## src/hdl/pmst_pkg.sv

```systemverilog
// shared constants, codes and types of the minimum spanning tree block
package pmst_pkg;

  localparam int MAX_NODES      = 64;
  localparam int NODE_BITS      = $clog2(MAX_NODES);
  localparam int WEIGHT_BITS    = 16;
  localparam int CNT_W          = 7;
  localparam int MAT_DEPTH      = 2 ** (2 * NODE_BITS);
  localparam int FIELD_IDX_W    = 6;
  localparam int FIELD_WEIGHT_W = 16;
  localparam int TDATA_W        = 32;
  localparam int CFG_IDX_W      = 2;
  localparam int CFG_DATA_W     = 64;

  localparam logic [CNT_W-1:0] NODE_COUNT_RST = CNT_W'(64);

  // configuration register indexes
  localparam logic [CFG_IDX_W-1:0] REG_NODE_COUNT = CFG_IDX_W'(0);
  localparam logic [CFG_IDX_W-1:0] REG_ALIVE_MASK = CFG_IDX_W'(1);

  // input word kinds
  localparam logic ACT_LOAD    = 1'b0;
  localparam logic ACT_COMPUTE = 1'b1;

  typedef enum logic [2:0] {
    ST_IDLE,
    ST_RELAX,
    ST_DRAIN,
    ST_PICK,
    ST_EMIT_RD,
    ST_EMIT_LD
  } state_t;

  typedef struct packed {
    logic [WEIGHT_BITS-1:0] cost;
    logic [NODE_BITS-1:0]   parent;
  } node_ent_t;

  typedef struct packed {
    logic                 valid;
    logic [NODE_BITS-1:0] v;
    logic [NODE_BITS-1:0] u;
    logic                 tree_v;
    logic                 fin_v;
    logic                 alive_uv;
  } relax_req_t;

  typedef struct packed {
    logic                 we;
    logic [NODE_BITS-1:0] addr;
    node_ent_t            ent;
  } relax_wr_t;

  typedef struct packed {
    logic                   found;
    logic [NODE_BITS-1:0]   idx;
    logic [WEIGHT_BITS-1:0] cost;
  } min_t;

endpackage

```

## src/hdl/pmst_relax.sv

```systemverilog
// relax step for one neighbor plus running minimum over the unvisited nodes
module pmst_relax (
  input  logic                                 clk,
  input  logic                                 rst_n,
  input  pmst_pkg::relax_req_t                 req,
  input  logic [pmst_pkg::WEIGHT_BITS-1:0]     mdata,
  input  pmst_pkg::node_ent_t                  ndata,
  output pmst_pkg::relax_wr_t                  wr,
  output pmst_pkg::min_t                       min_o
);
  import pmst_pkg::*;

  logic [WEIGHT_BITS-1:0] e;
  logic [WEIGHT_BITS-1:0] new_cost;
  logic                   relax;
  logic                   cand;
  logic                   first;
  logic                   prev_found;
  logic                   better;
  min_t                   min_r;
  min_t                   min_nxt;

  always_comb begin
    e          = req.alive_uv ? mdata : '0;
    relax      = req.valid && !req.tree_v && (e != '0) && (!req.fin_v || (e < ndata.cost));
    new_cost   = relax ? e : ndata.cost;
    cand       = req.valid && !req.tree_v && (req.fin_v || relax);
    first      = (req.v == '0);
    prev_found = first ? 1'b0 : min_r.found;
    better     = cand && (!prev_found || (new_cost < min_r.cost));

    min_nxt = min_r;
    if (req.valid && first) begin
      min_nxt.found = 1'b0;
    end
    if (better) begin
      min_nxt.found = 1'b1;
      min_nxt.idx   = req.v;
      min_nxt.cost  = new_cost;
    end

    wr.we         = relax;
    wr.addr       = req.v;
    wr.ent.cost   = e;
    wr.ent.parent = req.u;
  end

  always_ff @(posedge clk) begin
    if (!rst_n) begin
      min_r <= '0;
    end else begin
      min_r <= min_nxt;
    end
  end

  assign min_o = min_r;

endmodule

```

## config.mk

```make
export PLATFORM = sky130hd
export DESIGN_NAME = pmst_relax
export DESIGN_NICKNAME = d
export VERILOG_FILES = /design/src/hdl/pmst_pkg.sv /design/src/hdl/pmst_relax.sv
export SDC_FILE = /design/constraint.sdc
export NUM_CORES = 1
export LEC_CHECK = 0
export BUFFER_PORTS_ARGS = -buffer_cell sky130_fd_sc_hd__buf_4
export CORE_MARGIN = 2
export CORE_UTILIZATION = 50
export CTS_CLUSTER_DIAMETER = 30
export DETAILED_ROUTE_END_ITERATION = 6
export PLACE_DENSITY_LB_ADDON = 0.15
export SYNTH_ARGS = -nofsm -noshare
export SYNTH_HDL_FRONTEND = slang
export SYNTH_SLANG_ARGS = --single-unit
```

## constraint.sdc

```tcl
create_clock -name clk -period 5.85 [get_ports clk]
set_input_delay 0.585 -clock clk [delete_from_list [all_inputs] [get_ports clk]]
set_output_delay 0.585 -clock clk [all_outputs]
set_load 0.1 [all_outputs]
```

==> metrics.md, run 1 <==
| Metric | Value |
|---|---|
| Worst r2r src | min_o[9] |
| Peak supply drop | 0.09307 mV |
| Chip Width | about 79 um |
| Most used DFF post-synth | dfxtp_1 |
| Worst-path clk slew | 0.08 ns |
| Synth async-reset ratio | 0 |
| Post-CTS setup buffer count | 0 |
| Power Dens Cells | roughly 180 nW/um^2 |
| Fraction of the mapped netlist area in simple logic gates | 0.2427 |
| Leak Pwr | 1.677 nW |
| Post-DRT Antenna Nets | 0 |
| Synthesized flop and latch total | 23 |
| First-pass GRT wire length | between 10 and 15 mm |
| Worst Reg2Reg Path Length in Cells | 10 |
| Final setup margin | approximately 1.0 ns |
| Xor and xnor fraction of the mapped netlist area | 0 |
| 1st-pass router iterations | 4 |
| Worst min path class | reg -> reg |
| Vias post-DR | roughly 3100 |
| Number of flip-flops in the largest register | 23 |
| DRT iter0 DRCs | 131 |
| Reg2reg setup slack | ~3.3 ns |
| Hold Slack | 0.4633 ns |
| RR Endpoint | min_o[9] |
| Largest net degree at the start of global routing | 44 |
| Top Ports | 108 |
| Clk Latency, worst-skew pair | roughly 0.26 ns |
| Kind of critical path | in -> reg |
| Initial Util | 0.5144 |
| H-tree depth | 1 |
| Dpl hpwl | 5.941 mm |
| RSZ-0062 raised after global routing | false |
| Finished Core Util | 0.6319 |
| # setup viols final | 0 |
| Distinct cells, synth | 38 |
| Critical path origin | req[0] |
| YS warnings | 0 |
| Fin crit share | 0.8216 |
| Power Total | roughly 630 uW |
| Most common cell after layout, fill and taps aside | buf_4 |
| Overall routed net length | about 7.7 mm |
| Post-synthesis compound-gate area fraction | 0.2400 |
| Synth Cell Area | around 2800 sq um |
| Post-synth EDFFs | 0 |
| Initial antenna violation count | 0 |
| I/O Buffers | between 80 and 90 |
| Ant diodes | 0 |
| Critical Path Fanout Max | 18 |
| Core Region | 5473 sq um |
| Hold buffers post-CTS | 0 |
| Dpl ws | ~0.81 ns |
| CTS tree | built |
| DRC viols | 0 |
| Clock Tree Buf Depth | 2 |
| Overflow after GRT | 0 |
| Setup TNS | 0 ns |
| Most frequent cells in the layout | buf_4, nand2_1, inv_1 |
| Worst-Margin Slew | 0.6625 ns |
| Sink Count | 23 |
| CP endpoint kind | flop |
| Rel. slew slack | 0.5575 |
| Clock period minus worst slack | between 4 and 5 ns |
| Mux contribution to synthesized area | 0.07467 |
| Sequential share of the synthesized area | 0.1636 |
| Full die area | about 6200 sq um |
| Syn_nets | roughly 480 |
| Routed length per placed instance | roughly 15 um |
| Main combinational cell family by area after synthesis | simple AND/OR/NAND/NOR gates |
| Worst Skew | 0.002591 ns |
| Startpoint Class | primary input |
| Total CTS buffers | 3 |
| Final Hold Vio Count | 0 |
| FP Rows | 27 |
| Status | finished clean |
| Fmax achieved | 208.1 MHz |
| Avg Cell Area, Syn | slightly above 7 sq um |
| RD Place Congestion | 0.9122 |
| Req. time, crit path | 6.05 ns |
| CP endpoint | min_o[9] |
| DIE HEIGHT | 79.04 um |
| Fraction of layout cells with a size suffix above 1 | 0.2681 |
| Nets | 540 |
| Max Slew Vio Count | 0 |
| GRT Total Usage | 0.2451 |
| Clock root buffer | clkbuf_8 |
| Vias in the first global route | between 2000 and 3000 |
| Post-cts gate resize count | 0 |
| Post-Syn Instances | about 400 |
| Area growth from synthesis to layout | 22.84% |
| WP data arrival | roughly 5.0 ns |
| Max_cap viols | 0 |
| Vias/cell | about 5.8 |
| Post-Synth Adder-Cell Area | 0.1284 |
==> worst min-delay path by stage <==
| stage | startpoint | end | cells after the start | slack, ns |
|---|---|---|---|---|
| 2_1_floorplan | req[9] | min_o[16] | 2 | 0.72 |
| 3_3_place_gp | min_o[20] | min_o[20] | 2 | 0.45 |
| 3_5_place_dp | min_o[21] | min_o[21] | 2 | 0.45 |
| 4_1_cts | min_o[21] | min_o[21] | 2 | 0.47 |
| 5_1_grt | min_o[18] | min_o[18] | 2 | 0.49 |
| 6_report | min_o[21] | min_o[21] | 2 | 0.46 |
==> metrics by stage <==
stage / cells / area (sq um)
global placement: 523 / 3413
global route: 527 / 3458
floorplan: 395 / 2815
finish: 527 / 3458
detailed placement: 523 / 3413
CTS: 527 / 3458
==> cell usage after synthesis (2+ instances only) <==
master,instances,area (sq um)
nor4_1,5,31.28
nor3_1,17,85.08
o211ai_1,17,127.6
o2111ai_1,16,140.1
nand3_1,4,20.02
dfxtp_1,23,460.4
or4_1,14,105.1
buf_1,2,7.510
buf_4,13,97.59
a211oi_1,5,37.54
a311oi_1,2,17.52
and4_1,3,26.28
buf_6,3,33.78
o21a_1,2,15.01
o221a_2,14,157.7
clkbuf_1,21,78.83
mux2i_1,21,210.2
nand2_1,84,315.3
buf_2,3,15.01
a21oi_1,11,55.05
ha_1,28,350.3
nor2b_1,2,12.51
and2_1,2,12.51
o21ai_0,8,40.04
nor2_1,10,37.54
inv_1,51,191.4
nand4_1,3,18.77
==> cell type report <==
cell class / count / area (sq um)
flip-flops and latches: 23 / 460.4
well taps: 72 / 90.09
fillers: 545 / 2014
clock buffers: 4 / 45.04
repair buffers: 98 / 735.7
multi-input cells: 279 / 1936
inverters: 51 / 191.4
==> metal layers <==
metal  GRT usage  share of wire  vias to the layer above
met5           0              0                        -
li1            -              -                     1521
met3     0.01477          0.066                        8
met4     0.05000         0.0094                        0
met2      0.4280           0.48                      114
met1      0.3336           0.44                     1414
==> logic make-up after synthesis <==
kind of cell / after synthesis
AND/OR/NAND/NOR: 146
buffers and inverters: 93
AO/OA/AOI/OAI: 83
adder cells (fa/ha/maj): 29
flip-flops: 23
multiplexers: 21
==> critical path, stage by stage <==
cell,delay [ns]
buf_4,0.18
nand2_1,0.12
inv_1,0.07
ha_1,0.32
a21oi_1,0.17
a21boi_0,0.15
a211oi_2,0.60
buf_4,0.31
o221a_2,0.21
o211ai_1,0.16
ha_1,0.34
nand2_1,0.07
a311oi_1,0.29
nand4_1,0.21
o21ai_2,0.59
buf_4,0.37
mux2i_1,0.22
==> power by group <==
group / total (mW) / switching [mW] / internal, mW
clock network: 0.101 / 0.0521 / 0.0487
registers: 0.176 / 0.00794 / 0.168
logic: 0.358 / 0.252 / 0.105
total: 0.634 / 0.312 / 0.322
Note: power is estimated with default switching activity, not from simulation.
==> run 2, diff against run 1 <==
--- a/config.mk
+++ b/config.mk
@@ -5,9 +5,10 @@
 export SDC_FILE = /design/constraint.sdc
 export NUM_CORES = 1
 export LEC_CHECK = 0
+export ABC_AREA = 1
 export BUFFER_PORTS_ARGS = -buffer_cell sky130_fd_sc_hd__buf_4
 export CORE_MARGIN = 2
-export CORE_UTILIZATION = 50
+export CORE_UTILIZATION = 47
 export CTS_CLUSTER_DIAMETER = 30
 export DETAILED_ROUTE_END_ITERATION = 6
 export PLACE_DENSITY_LB_ADDON = 0.15
==> constraint.sdc (replaced) <==
create_clock -name clk -period 4.65 [get_ports clk]
set_input_delay 0.465 -clock clk [delete_from_list [all_inputs] [get_ports clk]]
set_output_delay 0.465 -clock clk [all_outputs]
set_load 0.1 [all_outputs]
==> metrics.md, run 2 <==
| Metric | Value |
|---|---|
| Status | finished clean |
| Synth top cells by count | nand2_1, inv_1, nor2_1, ha_1, dfxtp_1 |
| Dpl ws | ~0.60 ns |
| # setup viols final | 0 |
| Synth Cell Area | approximately 2200 sq um |
| Initial antenna violation count | 0 |
| Power Dens Cells | between 200 and 300 nW/um^2 |
| Nets | 504 |
| FP Rows | 24 |
| Final Hold Vio Count | 0 |
| Count leader, synth | nand2_1 |
| Leak Pwr | roughly 1.7 nW |
| Clock period minus worst slack | just under 4 ns |
| Vias/cell | 4.870 |
| Synthesized flop and latch total | 23 |
| Clock Tree Buf Depth | 2 |
| Layout Cells excl Fill | 471 |
| Total CTS buffers | 3 |
| Vias in the first global route | 1963 |
| CTS tree | built |
| Most frequent cells in the layout | nand2_1, buf_4, inv_1 |
| Most common cell after layout, fill and taps aside | nand2_1 |
| Setup TNS | 0 ns |
| Vias post-DR | around 2300 |
| H-tree depth | 1 |
| Max_cap viols | 0 |
| Worst min path class | in -> reg |
| Worst Skew | approximately 0.0045 ns |
| Hold Slack | 0.4364 ns |
| Clk Latency, worst-skew pair | 0.27 ns |
| Hold buffers post-CTS | 0 |
| Number of instances in the placed design | roughly 470 |
| Core Region | between 4000 and 5000 sq um |
| GRT Total Usage | 0.1944 |
| First-pass GRT wire length | roughly 8.3 mm |
| Peak supply drop | approximately 0.14 mV |
| Post-cts gate resize count | 0 |
| Area leader, netlist | dfxtp_1 |
| Layout fillers | 426 |
| Largest net degree at the start of global routing | 34 |
| Max Slew Vio Count | 0 |
| Rel. slew slack | 0.3914 |
| Top cells by area, synth | dfxtp_1, nand2_1, ha_1 |
| Critical Path Fanout Max | 33 |
| Distinct cells, synth | 25 |
| Worst Reg2Reg Path Length in Cells | 12 |
| Crit path cell chain | buf_4 > nand2_1 > inv_1 > ha_1 > a21oi_1 > nand3b_1 > a21oi_1 > nor2_1 > nand2_1 > nand2_1 > nand2_2 > o21ai_0 > ha_1 > a21oi_1 > nor2_1 > a211oi_1 > o221a_2 > nand2_2 > nand2_4 > nand2_4 > nand2_1 > nand2_1 > nor2_1 |
| CP endpoint | min_o[9] |
| Share of the synthesized area in the top cell type | 0.2120 |
| Number of flip-flops in the largest register | 23 |
| Worst-Margin Slew | 0.9095 ns |
| Crit path max-delay cell type | o21ai_0 |
| Synth async-reset ratio | 0 |
| Reg2reg setup slack | approximately 2.5 ns |
| Worst r2r src | min_o[9] |
| DRT iter0 DRCs | 103 |
| Register Area | around 460 sq um |
| Req. time, crit path | slightly below 5 ns |
| Syn_nets | around 440 |
| CP endpoint kind | flop |
| Ant diodes | 0 |
| Kind of critical path | in -> reg |
| Sink Count | 23 |
| Post-synth EDFFs | 0 |
| Overall routed net length | roughly 5.1 mm |
| Post-CTS setup buffer count | 0 |
| Overflow after GRT | 0 |
| Startpoint Class | primary input |
| Routed length per placed instance | 10.73 um |
| WP data arrival | approximately 4 ns |
| RR Endpoint | min_o[9] |
| Crit-path most repeated cell | nand2_1 |
| Worst-path clk slew | approximately 0.08 ns |
| Multi-input gate area | approximately 1300 sq um |
| DRC viols | 0 |
| Dpl hpwl | around 4.1 mm |
| Most used DFF post-synth | dfxtp_1 |
| Top Ports | 108 |
| Area growth from synthesis to layout | 27.65% |
| Sequential share of the synthesized area | 0.2120 |
| Final setup margin | slightly below 0.8 ns |
| Full die area | slightly above 5000 sq um |
| Chip Width | 71.98 um |
| Clock root buffer | clkbuf_8 |
| CP max stage delay | about 0.39 ns |
| Critical path origin | req[0] |
| Post-Syn Instances | between 300 and 400 |
| 1st-pass router iterations | 5 |
| RSZ-0062 raised after global routing | false |
| DIE HEIGHT | 71.98 um |
| I/O Buffers | roughly 90 |
| Initial Util | 0.4921 |
| Post-DRT Antenna Nets | 0 |
| RD Place Congestion | 0.8388 |
| YS warnings | 0 |
| Fraction of layout cells with a size suffix above 1 | 0.2506 |
| Avg Cell Area, Syn | ~6.2 sq um |
| Fmax achieved | approximately 260 MHz |
| Fin crit share | 0.8306 |
run 2: cell count changes after synthesis, sizes merged, moves of 8 or more:
cell     before  now
a21oi        11   19
o221a        15    1
clkbuf       21    6
nand2        84  108
o21ai         9   17
o2111ai      16    0
o211ai       17    0
nor2         10   51
or4          14    0
nor3         17    2
mux2i        21    0
run 2: stage by stage:
| stage | total power, mW | cell area [sq um] | util |
|---|---|---|---|
| 6_report | 0.7397 | 2773 | 0.6281 |
| 5_1_grt | 0.7842 | 2773 | 0.6281 |
| 4_1_cts | 0.7460 | 2773 | 0.6281 |
| 3_5_place_dp | 0.6179 | 2728 | 0.6179 |
| 3_3_place_gp | 0.6126 | 2728 | 0.6179 |
| 2_1_floorplan | 0.5558 | 2172 | - |
run 2: layer usage:
metal | part of all wire | track usage | up-vias | routed length, um
li1 | - | - | 1217 | -
met2 | 0.44 | 0.3066 | 74 | 2225
met1 | 0.48 | 0.2789 | 999 | 2432
met3 | 0.065 | 0.01389 | 4 | 329
met4 | 0.013 | 0.07128 | 0 | 64
met5 | 0 | 0 | - | 0
run 2: final cells by class:
type | instances | share of cell area
Sequential cell | 23 | 0.1661
Timing Repair Buffer | 89 | 0.2410
Clock buffer | 4 | 0.01625
Inverter | 55 | 0.07446
Tap cell | 52 | 0.02347
Multi-Input combinational cell | 248 | 0.4788
run 2: worst min path at each step:
stage / startpoint / end / slack, ns / cells past startpoint
2_1_floorplan: rst_n / min_o[5] / 0.59 / 2
3_3_place_gp: min_o[18] / min_o[18] / 0.47 / 2
3_5_place_dp: min_o[18] / min_o[18] / 0.47 / 2
4_1_cts: req[14] / min_o[21] / 0.44 / 3
5_1_grt: req[14] / min_o[21] / 0.44 / 3
6_report: req[14] / min_o[21] / 0.44 / 3
run 2: worst max-delay path: cells and delay by family:
family / cells / cell delay, ns
fa+ha+maj: 2 / 0.60
simple gates: 13 / 1.59
compound gates: 6 / 1.15
buf+inv: 2 / 0.25
run 2: cells by family (layout without fill, tap and decap cells):
group                    Yosys count  after routing  share of synthesized area
AO/OA/AOI/OAI                     41             41                     0.1037
adder cells (fa/ha/maj)           28             28                     0.1613
buffers and inverters             80            148                     0.1768
flip-flops                        23             23                     0.2120
AND/OR/NAND/NOR                  179            179                     0.3462
run 2: report_power, final:
group	internal [mW]	total (mW)	leakage (nW)	switching [mW]
combinational	0.109	0.396	1.47	0.287
clock	0.0612	0.127	0.0228	0.0656
sequential	0.210	0.217	0.189	0.00678
total	0.380	0.740	1.68	0.359
